### src/rtl/core/ile_pkg.sv
// ----------------------------------------------------------------------------
// ile_pkg: shared types and constants for the indexed list engine
// Operation and status codes, field widths, cell control bundle.
// ----------------------------------------------------------------------------
package ile_pkg;

  localparam int CAPACITY_DEF = 16;

  localparam int OP_W     = 2;
  localparam int POS_W    = 5;
  localparam int WORD_W   = 32;
  localparam int FOUND_W  = 4;
  localparam int STATUS_W = 2;
  localparam int COUNT_W  = 5;

  typedef enum logic [OP_W-1:0] {
    OP_READ   = 2'd0,
    OP_LOCATE = 2'd1,
    OP_INSERT = 2'd2,
    OP_DELETE = 2'd3
  } op_t;

  typedef enum logic [STATUS_W-1:0] {
    ST_OK      = 2'd0,
    ST_RANGE   = 2'd1,
    ST_FULL    = 2'd2,
    ST_MISSING = 2'd3
  } status_t;

  // control bundle broadcast to every cell of the chain
  typedef struct packed {
    logic shift_up;  // insert: open a slot at the position
    logic shift_dn;  // delete: close the slot at the position
    logic cmp;       // capture match flag against the search word
  } cell_ctrl_t;

endpackage

### src/rtl/core/indexed_list_engine.sv
// ----------------------------------------------------------------------------
// indexed_list_engine: ordered list of signed words with a count
// Read, locate, insert-at and delete-at on a chain of word cells.
// ----------------------------------------------------------------------------
//
//  channel | ports                                              | dir
//  --------+----------------------------------------------------+-----
//  in      | in_valid in_stall in_operation in_position in_value | in
//  out     | out_valid out_stall out_data_out out_found_index    | out
//          | out_status out_item_count                          |
//
//  Steps: three per beat (accept, cell update/compare, match encode).
//  The result register loads at the end of the final step, once it is free,
//  and the next beat is taken only after that load, so a new beat is not
//  taken before the last one is through. The chain of cells shifts the whole list
//  in the execute step; the lowest-match encoder works in the final step.
//  Reset: rst_n synchronous, clears the count, the FSM and out_valid.
//  Stalls: the result register holds a finished beat under out_stall while
//  the next beat is taken; the engine waits in its last step if the result
//  register is still full under out_stall.
//
module indexed_list_engine #(
  parameter int CAPACITY = ile_pkg::CAPACITY_DEF
) (
  input  logic                                 clk,
  input  logic                                 rst_n,

  input  logic                                 in_valid,
  output logic                                 in_stall,
  input  logic [ile_pkg::OP_W-1:0]             in_operation,
  input  logic [ile_pkg::POS_W-1:0]            in_position,
  input  logic signed [ile_pkg::WORD_W-1:0]    in_value,

  output logic                                 out_valid,
  input  logic                                 out_stall,
  output logic signed [ile_pkg::WORD_W-1:0]    out_data_out,
  output logic [ile_pkg::FOUND_W-1:0]          out_found_index,
  output logic [ile_pkg::STATUS_W-1:0]         out_status,
  output logic [ile_pkg::COUNT_W-1:0]          out_item_count
);

  // count must hold CAPACITY itself; positions and count compare at PW bits
  localparam int CW   = $clog2(CAPACITY + 1);
  localparam int PW   = (CW > ile_pkg::POS_W) ? CW : ile_pkg::POS_W;
  localparam int IW   = $clog2(CAPACITY);
  // a 5-bit position never reaches past slot 31
  localparam int RD_N = (CAPACITY < 32) ? CAPACITY : 32;
  localparam logic [CW-1:0] CAP_V = CW'(CAPACITY);

  typedef enum logic [2:0] {
    S_IDLE = 3'b001,
    S_EXEC = 3'b010,
    S_DONE = 3'b100
  } state_t;

  state_t state_r, state_nxt;

  // beat captured at acceptance
  ile_pkg::op_t                       op_r;
  logic [ile_pkg::POS_W-1:0]          pos_r;
  logic signed [ile_pkg::WORD_W-1:0]  val_r;

  // list count (control state)
  logic [CW-1:0] cnt_r, cnt_nxt;

  // partial result formed in the execute step
  ile_pkg::status_t                   stat_r, stat_nxt;
  logic signed [ile_pkg::WORD_W-1:0]  data_r, data_nxt;

  // result register
  logic                               out_valid_r, out_valid_nxt;
  logic signed [ile_pkg::WORD_W-1:0]  out_data_r;
  logic [ile_pkg::FOUND_W-1:0]        out_found_r;
  ile_pkg::status_t                   out_stat_r;
  logic [ile_pkg::COUNT_W-1:0]        out_cnt_r;

  logic in_take, out_load;

  logic [PW-1:0] pos_x, cnt_x;
  logic          pos_in_list, pos_le_cnt, list_full;

  ile_pkg::cell_ctrl_t ctrl;

  logic signed [ile_pkg::WORD_W-1:0] words [CAPACITY];
  logic [CAPACITY-1:0]               match_flags;
  logic signed [ile_pkg::WORD_W-1:0] rd_word;

  logic          loc_hit;
  logic [IW-1:0] loc_idx;
  logic [IW+ile_pkg::FOUND_W-1:0] loc_idx_ext;
  logic [CW+ile_pkg::COUNT_W-1:0] cnt_ext;

  ile_pkg::status_t fin_stat;
  logic [ile_pkg::FOUND_W-1:0] fin_found;

  assign in_take  = in_valid && (state_r == S_IDLE);
  assign in_stall = (state_r != S_IDLE);
  assign out_load = (state_r == S_DONE) && (!out_valid_r || !out_stall);

  assign pos_x       = PW'(pos_r);
  assign cnt_x       = PW'(cnt_r);
  assign pos_in_list = (pos_x < cnt_x);
  assign pos_le_cnt  = (pos_x <= cnt_x);
  assign list_full   = (cnt_r == CAP_V);

  // cells move only in the execute step, and only for a legal edit
  always_comb begin
    ctrl.shift_up = (state_r == S_EXEC) && (op_r == ile_pkg::OP_INSERT)
                    && pos_le_cnt && !list_full;
    ctrl.shift_dn = (state_r == S_EXEC) && (op_r == ile_pkg::OP_DELETE) && pos_in_list;
    ctrl.cmp      = (state_r == S_EXEC);
  end

  // the chain: inner slots see both neighbors; slot 0 sees the new value on its left, the top slot itself on its right
  for (genvar g = 0; g < CAPACITY; g++) begin : g_cell
    logic signed [ile_pkg::WORD_W-1:0] lw, rw;
    if (g == 0) begin : g_lo
      assign lw = val_r;
    end else begin : g_lm
      assign lw = words[g-1];
    end
    if (g == CAPACITY - 1) begin : g_hi
      assign rw = words[g];
    end else begin : g_hm
      assign rw = words[g+1];
    end
    ile_cell #(
      .IDX (g),
      .PW  (PW)
    ) u_cell (
      .clk        (clk),
      .ctrl       (ctrl),
      .pos        (pos_x),
      .cnt        (cnt_x),
      .value      (val_r),
      .left_word  (lw),
      .right_word (rw),
      .word       (words[g]),
      .match      (match_flags[g])
    );
  end

  // word at the position, before any shift (read and delete)
  always_comb begin
    rd_word = '0;
    for (int i = 0; i < RD_N; i++) begin
      if (pos_x == PW'(i)) begin
        rd_word = rd_word | words[i];
      end
    end
  end

  ile_first #(
    .N (CAPACITY)
  ) u_first (
    .flags (match_flags),
    .hit   (loc_hit),
    .index (loc_idx)
  );

  assign loc_idx_ext = {{ile_pkg::FOUND_W{1'b0}}, loc_idx};
  assign cnt_ext     = {{ile_pkg::COUNT_W{1'b0}}, cnt_r};

  // execute step: status, read data and count update
  always_comb begin
    stat_nxt = stat_r;
    data_nxt = data_r;
    cnt_nxt  = cnt_r;
    if (state_r == S_EXEC) begin
      stat_nxt = ile_pkg::ST_OK;
      data_nxt = '0;
      case (op_r)
        ile_pkg::OP_READ: begin
          if (pos_in_list) begin
            data_nxt = rd_word;
          end else begin
            stat_nxt = ile_pkg::ST_RANGE;
          end
        end
        ile_pkg::OP_LOCATE: begin
          stat_nxt = ile_pkg::ST_MISSING;  // settled after encode
        end
        ile_pkg::OP_INSERT: begin
          if (!pos_le_cnt) begin
            stat_nxt = ile_pkg::ST_RANGE;
          end else if (list_full) begin
            stat_nxt = ile_pkg::ST_FULL;
          end else begin
            cnt_nxt = cnt_r + CW'(1);
          end
        end
        ile_pkg::OP_DELETE: begin
          if (pos_in_list) begin
            data_nxt = rd_word;
            cnt_nxt  = cnt_r - CW'(1);
          end else begin
            stat_nxt = ile_pkg::ST_RANGE;
          end
        end
        default: begin
          stat_nxt = ile_pkg::ST_RANGE;
        end
      endcase
    end
  end

  // final step: locate outcome from the encoder
  always_comb begin
    fin_stat  = stat_r;
    fin_found = '0;
    if (op_r == ile_pkg::OP_LOCATE) begin
      if (loc_hit) begin
        fin_stat  = ile_pkg::ST_OK;
        fin_found = loc_idx_ext[ile_pkg::FOUND_W-1:0];
      end else begin
        fin_stat  = ile_pkg::ST_MISSING;
      end
    end
  end

  always_comb begin
    state_nxt = state_r;
    case (state_r)
      S_IDLE: begin
        if (in_take) begin
          state_nxt = S_EXEC;
        end
      end
      S_EXEC: begin
        state_nxt = S_DONE;
      end
      S_DONE: begin
        if (out_load) begin
          state_nxt = S_IDLE;
        end
      end
      default: begin
        state_nxt = S_IDLE;
      end
    endcase
  end

  always_comb begin
    out_valid_nxt = out_valid_r;
    if (out_load) begin
      out_valid_nxt = 1'b1;
    end else if (!out_stall) begin
      out_valid_nxt = 1'b0;
    end
  end

  always_ff @(posedge clk) begin
    if (!rst_n) begin
      state_r     <= S_IDLE;
      cnt_r       <= '0;
      out_valid_r <= 1'b0;
    end else begin
      state_r     <= state_nxt;
      cnt_r       <= cnt_nxt;
      out_valid_r <= out_valid_nxt;
    end
  end

  always_ff @(posedge clk) begin
    stat_r <= stat_nxt;
    data_r <= data_nxt;
    if (in_take) begin
      op_r  <= ile_pkg::op_t'(in_operation);
      pos_r <= in_position;
      val_r <= in_value;
    end
    if (out_load) begin
      out_data_r  <= data_r;
      out_found_r <= fin_found;
      out_stat_r  <= fin_stat;
      out_cnt_r   <= cnt_ext[ile_pkg::COUNT_W-1:0];
    end
  end

  assign out_valid       = out_valid_r;
  assign out_data_out    = out_data_r;
  assign out_found_index = out_found_r;
  assign out_status      = out_stat_r;
  assign out_item_count  = out_cnt_r;

endmodule

### src/rtl/core/ile_cell.sv
// ----------------------------------------------------------------------------
// ile_cell: one storage slot of the list chain
// Holds one word, takes it from a neighbor or the new value on insert/delete, flags a match.
// ----------------------------------------------------------------------------
module ile_cell #(
  parameter int IDX = 0,
  parameter int PW  = 5
) (
  input  logic                                clk,
  input  ile_pkg::cell_ctrl_t                 ctrl,
  input  logic [PW-1:0]                       pos,
  input  logic [PW-1:0]                       cnt,
  input  logic signed [ile_pkg::WORD_W-1:0]   value,
  input  logic signed [ile_pkg::WORD_W-1:0]   left_word,
  input  logic signed [ile_pkg::WORD_W-1:0]   right_word,
  output logic signed [ile_pkg::WORD_W-1:0]   word,
  output logic                                match
);

  localparam logic [PW-1:0] IDX_V = PW'(IDX);

  logic signed [ile_pkg::WORD_W-1:0] word_r, word_nxt;
  logic                              match_r, match_nxt;

  always_comb begin
    word_nxt = word_r;
    if (ctrl.shift_up) begin
      if (IDX_V > pos) begin
        word_nxt = left_word;
      end else if (IDX_V == pos) begin
        word_nxt = value;
      end
    end else if (ctrl.shift_dn && (IDX_V >= pos)) begin
      word_nxt = right_word;
    end
  end

  // only slots below the count take part in a search
  assign match_nxt = ctrl.cmp ? ((word_r == value) && (IDX_V < cnt)) : match_r;

  always_ff @(posedge clk) begin
    word_r  <= word_nxt;
    match_r <= match_nxt;
  end

  assign word  = word_r;
  assign match = match_r;

endmodule

### src/rtl/core/ile_first.sv
// ----------------------------------------------------------------------------
// ile_first: lowest-index match finder
// Isolates the lowest set flag and encodes its index.
// ----------------------------------------------------------------------------
module ile_first #(
  parameter int N = ile_pkg::CAPACITY_DEF
) (
  input  logic [N-1:0]                   flags,
  output logic                           hit,
  output logic [$clog2(N)-1:0]           index
);

  localparam int IW = $clog2(N);

  logic [N-1:0] lowest;

  // two's complement trick keeps only the lowest set bit
  assign lowest = flags & (~flags + N'(1));
  assign hit    = |flags;

  always_comb begin
    index = '0;
    for (int i = 0; i < N; i++) begin
      if (lowest[i]) begin
        index = index | IW'(i);
      end
    end
  end

endmodule
### config.mk
export PLATFORM = sky130hd
export DESIGN_NAME = indexed_list_engine
export DESIGN_NICKNAME = d
export VERILOG_FILES = /design/src/rtl/core/ile_pkg.sv /design/src/rtl/core/indexed_list_engine.sv /design/src/rtl/core/ile_cell.sv /design/src/rtl/core/ile_first.sv
export SDC_FILE = /design/constraint.sdc
export NUM_CORES = 2
export LEC_CHECK = 0
export BUFFER_PORTS_ARGS = -buffer_cell sky130_fd_sc_hd__buf_2
export CORE_MARGIN = 10
export CORE_UTILIZATION = 35
export CTS_CLUSTER_SIZE = 30
export DETAILED_ROUTE_END_ITERATION = 12
export GPL_TIMING_DRIVEN = 0
export SLEW_MARGIN = 25
export SYNTH_ARGS = -nofsm -noshare
export SYNTH_HDL_FRONTEND = slang
export SYNTH_SLANG_ARGS = --single-unit
### constraint.sdc
create_clock -name clk -period 14.4 [get_ports clk]
set_clock_uncertainty 0.05 [all_clocks]
set_input_delay 2.16 -clock clk [delete_from_list [all_inputs] [get_ports clk]]
set_output_delay 2.16 -clock clk [all_outputs]
set_load 0.02 [all_outputs]
Word-level counts from Yosys, hierarchy flattened

Cells that the tools add are included.

Register bits after elaboration: 653
Latch bits: 0
Memory bits (writable): 0
ROM bits: 0
Word-level logic and storage cells: 379
Memories: 0

Add/subtract/negate cells: 3
$mul: 0
Divide/modulo/power cells: 0
Order comparisons: 49
Eq/ne operators: 75
Shift-type cells: 0
Multiplexer cells: 108
Bitwise operators: 17
Reductions and logical operators: 83

Operators with widths:

| kind                                                              | number |
|---|---|
| two-way mux 32 bit                                                | 78 |
| equality test 32 bit                                              | 16 |
| bitwise OR 32 bit                                                 | 15 |
| inequality test 3 x 1 -> 1 bit (second input constant)            | 16 |
| equality test 4 x 5 -> 1 bit (first input constant)               | 8 |
| equality test 5 x 4 -> 1 bit (second input constant)              | 8 |
| > comparator 4 x 5 -> 1 bit (first input constant)                | 8 |
| < comparator 4 x 5 -> 1 bit (first input constant)                | 8 |
| logical AND 1 bit                                                 | 38 |
| AND reduction 2 bit                                               | 19 |
| greater-or-equal comparator 4 x 5 -> 1 bit (first input constant) | 7 |
| nonzero test 2 bit                                                | 17 |
| two-way mux 4 bit                                                 | 8 |
| equality test 3 x 5 -> 1 bit (first input constant)               | 4 |
| equality test 5 x 3 -> 1 bit (second input constant)              | 4 |
| greater-or-equal comparator 3 x 5 -> 1 bit (first input constant) | 4 |
| > comparator 3 x 5 -> 1 bit (first input constant)                | 4 |
| < comparator 3 x 5 -> 1 bit (first input constant)                | 4 |
| two-way mux 3 bit                                                 | 6 |
| adder 16 x 1 -> 16 bit (second input constant)                    | 1 |
| AND 16 bit                                                        | 1 |
| inverter 16 bit                                                   | 1 |
| OR reduction 16 bit                                               | 1 |
| two-way mux 5 bit                                                 | 3 |
| other kinds (33)                                                  | 56 |

Depth between registers and ports, before layout

Depth in word-level cells: 32
Gate-level depth with buffers: 12
Mapped depth without buffers: 8

By module

Synthesis repeated with hierarchy kept, for this count alone.

Cells, all modules: 3615
Area total of the unflattened synthesis: 40154.8 µm²

Modules (own cells, without submodules):

| module                        | times used | cells an instance | area an instance (µm²) | sequential area each (µm²) |
|---|---|---|---|---|
| indexed_list_engine           | 1          | 625               | 7358.3                 | 3663.5 |
| ile_cell at g_cell[10].u_cell | 1          | 189               | 2100.8                 | 991.0 |
| ile_cell at g_cell[13].u_cell | 1          | 187               | 2074.5                 | 991.0 |
| ile_cell at g_cell[12].u_cell | 1          | 188               | 2065.7                 | 991.0 |
| ile_cell at g_cell[8].u_cell  | 1          | 187               | 2059.5                 | 991.0 |
| ile_cell at g_cell[14].u_cell | 1          | 186               | 2057.0                 | 991.0 |
| ile_cell at g_cell[1].u_cell  | 1          | 187               | 2057.0                 | 991.0 |
| ile_cell at g_cell[6].u_cell  | 1          | 187               | 2054.5                 | 991.0 |
| ile_cell at g_cell[4].u_cell  | 1          | 188               | 2050.7                 | 991.0 |
| ile_cell at g_cell[15].u_cell | 1          | 186               | 2049.5                 | 991.0 |
| ile_cell at g_cell[5].u_cell  | 1          | 188               | 2048.2                 | 991.0 |
| ile_cell at g_cell[11].u_cell | 1          | 187               | 2047.0                 | 991.0 |
| ile_cell at g_cell[2].u_cell  | 1          | 187               | 2044.5                 | 991.0 |
| ile_cell at g_cell[3].u_cell  | 1          | 186               | 2043.2                 | 991.0 |
| +4 rows                       | -          | -                 | -                      | - |

Worst setup path after synthesis

No wires, ideal clock.

Path type: register to register
From: register state_r[1]
To: register g_cell[0].u_cell.word_r (netlist bit g_cell[0].u_cell.word[0]) (enable)
Arrival: 6579 ps
Data required time: 13849 ps
Setup slack: 7269 ps
Stages on the path, launching flop included: 8
Path buffers: 2
Clock period less this slack: 7131 ps
Cells stage by stage: dfxtp_1 -> nor3b_2 -> nand2_1 -> nor3_1 -> buf_2 -> a31oi_1 -> buf_2 -> nor4_1

Cells in the longest elaborated chain, start to end: 6
Elaborated cells between the ends (all ways): 10

RTL lines:

| item                                                                           | line                                                   | text |
|---|---|---|
| start: declaration                                                             | indexed_list_engine.sv:56                              | `state_t state_r, state_nxt;` |
| start signal: assignment                                                       | indexed_list_engine.sv:258                             | `state_r <= state_nxt;` |
| equality test 3 x 2 -> 1 bit *                                                 | indexed_list_engine.sv:108, indexed_list_engine.sv:110 |  |
| logical AND 1 bit (on tied branches)                                           | indexed_list_engine.sv:108, indexed_list_engine.sv:110 |  |
| logical AND 1 bit (on tied branches)                                           | indexed_list_engine.sv:109, indexed_list_engine.sv:110 |  |
| logical AND 1 bit (on tied branches)                                           | indexed_list_engine.sv:109, ile_cell.sv:33             |  |
| inequality test 3 x 1 -> 1 bit (no line) or nonzero test 2 bit (tied branches) | -                                                      |  |
| AND reduction 2 bit (no line) *                                                | -                                                      |  |
| end signal: assignment                                                         | ile_cell.sv:42                                         | `word_r <= word_nxt;` |
| end: declaration                                                               | ile_cell.sv:22                                         | `logic signed [ile_pkg::WORD_W-1:0] word_r, word_nxt;` |

Every way passes the cells marked *; elsewhere a longest branch is shown, timed or not.
A chain may end at the register's enable or synchronous reset.

Final worst setup path

From: register pos_r[1] (netlist bit)
To: register data_r[24] (netlist bit), data pin

Cells in the longest elaborated chain, start to end: 32
Elaborated cells between the ends (all ways): 49

RTL lines:

| item                     | line                       | text |
|---|---|---|
| start: declaration       | indexed_list_engine.sv:60  | `logic [ile_pkg::POS_W-1:0] pos_r;` |
| start signal: assignment | indexed_list_engine.sv:269 | `pos_r <= in_position;` |
| logical NOT 5 bit        | indexed_list_engine.sv:147 | `if (pos_x == PW'(i)) begin` |
| two-way mux 32 bit       | indexed_list_engine.sv:147 |  |
| bitwise OR 32 bit        | indexed_list_engine.sv:148 | `rd_word = rd_word \| words[i];` |
| two-way mux 32 bit       | indexed_list_engine.sv:147 |  |
| bitwise OR 32 bit        | indexed_list_engine.sv:148 |  |
| two-way mux 32 bit       | indexed_list_engine.sv:147 |  |
| bitwise OR 32 bit        | indexed_list_engine.sv:148 |  |
| two-way mux 32 bit       | indexed_list_engine.sv:147 |  |
| (+16 left out)           | -                          |  |
| bitwise OR 32 bit        | indexed_list_engine.sv:148 |  |
| two-way mux 32 bit       | indexed_list_engine.sv:147 |  |
| bitwise OR 32 bit        | indexed_list_engine.sv:148 |  |
| two-way mux 32 bit       | indexed_list_engine.sv:147 |  |
| bitwise OR 32 bit        | indexed_list_engine.sv:148 |  |
| two-way mux 32 bit       | indexed_list_engine.sv:147 |  |
| bitwise OR 32 bit        | indexed_list_engine.sv:148 |  |
| two-way mux 32 bit       | indexed_list_engine.sv:147 |  |
| end signal: assignment   | indexed_list_engine.sv:266 | `data_r <= data_nxt;` |
| end: declaration         | indexed_list_engine.sv:68  | `logic signed [ile_pkg::WORD_W-1:0] data_r, data_nxt;` |

Parallel ways exist; a longest one is shown, timed or not.

==> flow_summary.json <==
{
  "first_drt_pass_iteration_count": 9,
  "clock_root_buffer": "clkbuf_16",
  "gr-total-overflow": 0,
  "tritoncts.num_buffers": 84,
  "timing.slew.headroom_pct": 8.803,
  "avgViaCountPerCell": 6.379,
  "crit_required_ps": 14700,
  "timing.rr.start": "pos_r[1]$_DFFE_PP_",
  "post-route-min-period_ps": 5343,
  "gpl.final_weighted_congestion": 1.063,
  "seq_power_share_pct": 41.5,
  "wl_per_cell_um": 44.41,
  "placeableCoreArea_mm2": 0.1125,
  "yosys.area.top_type_share_pct": 48.79,
  "postRouteAntennaNets": 0,
  "p_int_mw": 3.604,
  "combinationalPowerShare_pct": 12.9,
  "fin_area_mm2": 0.04574,
  "power_density_mw_per_mm2": 110.0,
  "vdd_drop_max_uv": 89.59,
  "synth_top_cells_by_area": "edfxtp_1 (49%), mux2i_1 (8.9%), xor2_1 (6.4%)",
  "synth-edff-count": 644,
  "crit_type": "flop to flop",
  "worst-r2r-cell-count": 7,
  "capturing_element_type_of_the_critical_path": "flop",
  "cts_resized": 0,
  "post-route-period-util_pct": 37.10,
  "post_cts_hold_buffer_count": 0,
  "status": "finished, final reports clean",
  "final-seq-area_mm2": 0.01952,
  "detailed_place_hpwl_um": 206300,
  "starting_utilization_of_the_core_area_pct": 35.23,
  "clock_latency_of_the_later_clocked_register_in_the_worst_skew_pair_ps": 700,
  "setup-tns-final_ps": 0,
  "postSynthCellCount": 3793,
  "dominantRegCellSynth": "edfxtp_1",
  "clock_tree_from_tritoncts": "done",
  "cp_max_fo": 10,
  "floorplan.die.width_um": 356.5,
  "hold_path_class": "flop to flop",
  "max_cap_violations": 0,
  "p_leak_nw": 15.91,
  "filler_cell_count": 11050,
  "synth_fp_nets": 3848,
  "met2_layer_usage_reported_by_global_route_pct": 52.87,
  "power.net_switching_mw": 1.426,
  "seq_area_frac_synth_pct": 49.25,
  "cp.arrival_ps": 5650,
  "wire_length_reported_by_the_detailed_router_um": 248400,
  "grt_busiest_layer": "met2",
  "gr-usage-met1_pct": 50.64,
  "multi_input_comb_area_mm2": 0.01857,
  "drt_first_iter_violations": 6156,
  "antenna_found_initial": 13,
  "power.share.switching_pct": 28.35,
  "finalMaxSlewViolations": 0,
  "netlist-cell-type-count": 63,
  "met3_demand_to_capacity_share_in_global_routing_pct": 9.475,
  "pwr-share-clk_pct": 45.6,
  "wire_length_of_the_first_global_routing_pass_um": 318400,
  "globalRouteTotalUtil_pct": 37.74,
  "yosys_warnings": 0,
  "grt_max_degree": 37,
  "drc_errors": 0,
  "worstSetupStartpoint": "pos_r[1]$_DFFE_PP_",
  "post_cts_buffers": 0,
  "post_cts_clock_slew_at_the_launch_and_capture_registers_of_the_worst_setup_and_hold_paths_ps": 60,
  "setup.worst_path.start_class": "flop",
  "final-setup-viol-count": 0,
  "synth.avg_cell_area_um2": 10.45,
  "dpl-instance-area_mm2": 0.04282,
  "dieHeight_um": 356.5,
  "cts-root-to-sink-buffers": 3,
  "rows": 123,
  "synth_seq_cells": 653,
  "design.portCount": 88,
  "hold_violations": 0,
  "io_buffers": 87,
  "nets": 4077,
  "worst-slew-pin-transition_ps": 1330,
  "cts.sink_count": 653,
  "yosysTopAreaCell": "edfxtp_1",
  "worst-r2r-setup-slack_ps": 9060,
  "cts-htree-levels": 3,
  "die-area_mm2": 0.1271,
  "asyncSetResetFlopFracSynth_pct": 0,
  "final_util_pct": 40.66,
  "layout-drive-gt1-share_pct": 14.68,
  "holdCritStartpoint": "data_r[31]$_SDFFCE_PN0N_",
  "dr_total_vias": 35690,
  "syn_area_mm2": 0.03963,
  "maxClockFrequency_mhz": 187.2,
  "grt_pass1_vias": 32850,
  "syn2layout_area_growth_pct": 15.40,
  "rsz0062_at_grt": "no",
  "min_delay_path_depth": 0
}
[state kept, by name, indices dropped and copies added (netlist names), 2 cells and up]
register             flops
g_cell.u_cell.word     512
data_r                  32
g_cell.lw               32
out_data_out            32
g_cell.u_cell.match     16
cnt_r                    5
out_item_count           5
pos_r                    5
out_found_index          4
state_r                  3
op_r                     2
out_status               2
stat_r                   2
[power by group through the flow]
stage	clock network [mW]	registers (mW)	logic [mW]
2_1_floorplan	0	2.12	0.325
4_1_cts	2.29	2.09	0.617
6_report	2.29	2.09	0.649
3_5_place_dp	0	2.13	0.615
5_1_grt	2.37	2.09	0.644
3_3_place_gp	0	2.13	0.607
[cells in the final DEF, fill, tap and decap left out, types with 87 or more instances in the layout]
| master | count |
|---|---|
| edfxtp_1 | 644 |
| nor2_1 | 485 |
| mux2i_1 | 353 |
| a21oi_1 | 344 |
| nand2_1 | 298 |
| buf_2 | 294 |
| xor2_1 | 288 |
| xnor2_1 | 226 |
| a31oi_1 | 163 |
| clkbuf_1 | 139 |
| clkbuf_16 | 87 |
[through the flow]
stage | worst slack, ps | hold WS (ps) | instances | power (mW)
floorplan | 7269 | 350.3 | 3793 | 2.449
global placement | 551.7 | 350.8 | 5380 | 2.736
detailed placement | 9615 | 354.5 | 5434 | 2.744
CTS | 9606 | 367.5 | 5591 | 4.998
global route | 9462 | 372.3 | 5593 | 5.098
finish | 9057 | 364.5 | 5594 | 5.030
[metal layers]
metal | up-vias | share of wire (%)
met1 | 17990 | 40
met4 | 2 | 8.1
met5 | - | 0.0048
met3 | 483 | 12
met2 | 2800 | 40
li1 | 14420 | -
[cells by family (layout without fill, tap and decap cells)]
kind of cell | count (synthesis) | after routing | synth area share [%]
simple gates | 1057 | 1057 | 11.75
compound gates | 764 | 764 | 12.08
flops | 653 | 653 | 49.25
xor+xnor | 514 | 514 | 11.36
mux | 419 | 419 | 10.79
buf+inv | 374 | 674 | 4.394
fa+ha+maj | 12 | 12 | 0.3788
other cells | 0 | 1 | 0
[worst max-delay path, cell delays in order, from the launching register on]
cell and delay (ps):
edfxtp_1 580, buf_2 370, nand3b_1 240, nor2_1 980
buf_2 620, clkbuf_1 930, a221oi_1 370, a31oi_1 840
[cell usage after synthesis, drive strengths merged (2+ instances only)]
library cell	number
or2	2
or3	6
a31oi	166
xnor2	226
a22oi	62
o21ai	42
dfxtp	9
nor4	89
buf	223
nor2	497
edfxtp	644
and3	33
nor2b	8
a2111oi	7
a21oi	348
nand2	299
mux2	66
o21bai	2
and2	4
mux2i	353
nand3	16
or3b	2
a222oi	32
xor2	288
nand4	66
a221oi	61
nor3	20
or4	8
nand2b	3
o22ai	2
inv	18
and4	2
a22o	34
ha	12
clkbuf	132
[worst paths after layout]
path                                      to
setup / recovery    data_r[24]$_SDFFCE_PN0N_
hold / removal    out_data_out[31]$_DFFE_PP_
setup reg to reg    data_r[24]$_SDFFCE_PN0N_
hold reg to reg   out_data_out[31]$_DFFE_PP_
[area by class of cell]
class	count	area share, %
Timing Repair Buffer	143	2.440
Clock inverter	53	1.395
Clock buffer	104	4.943
Antenna cell	1	0.005471
Sequential cell	653	42.68
Inverter	19	0.1559
Multi-Input combinational cell	2766	40.61
Buffer	355	3.674
Tap cell	1500	4.103
Power figures use the tool's default switching activity.
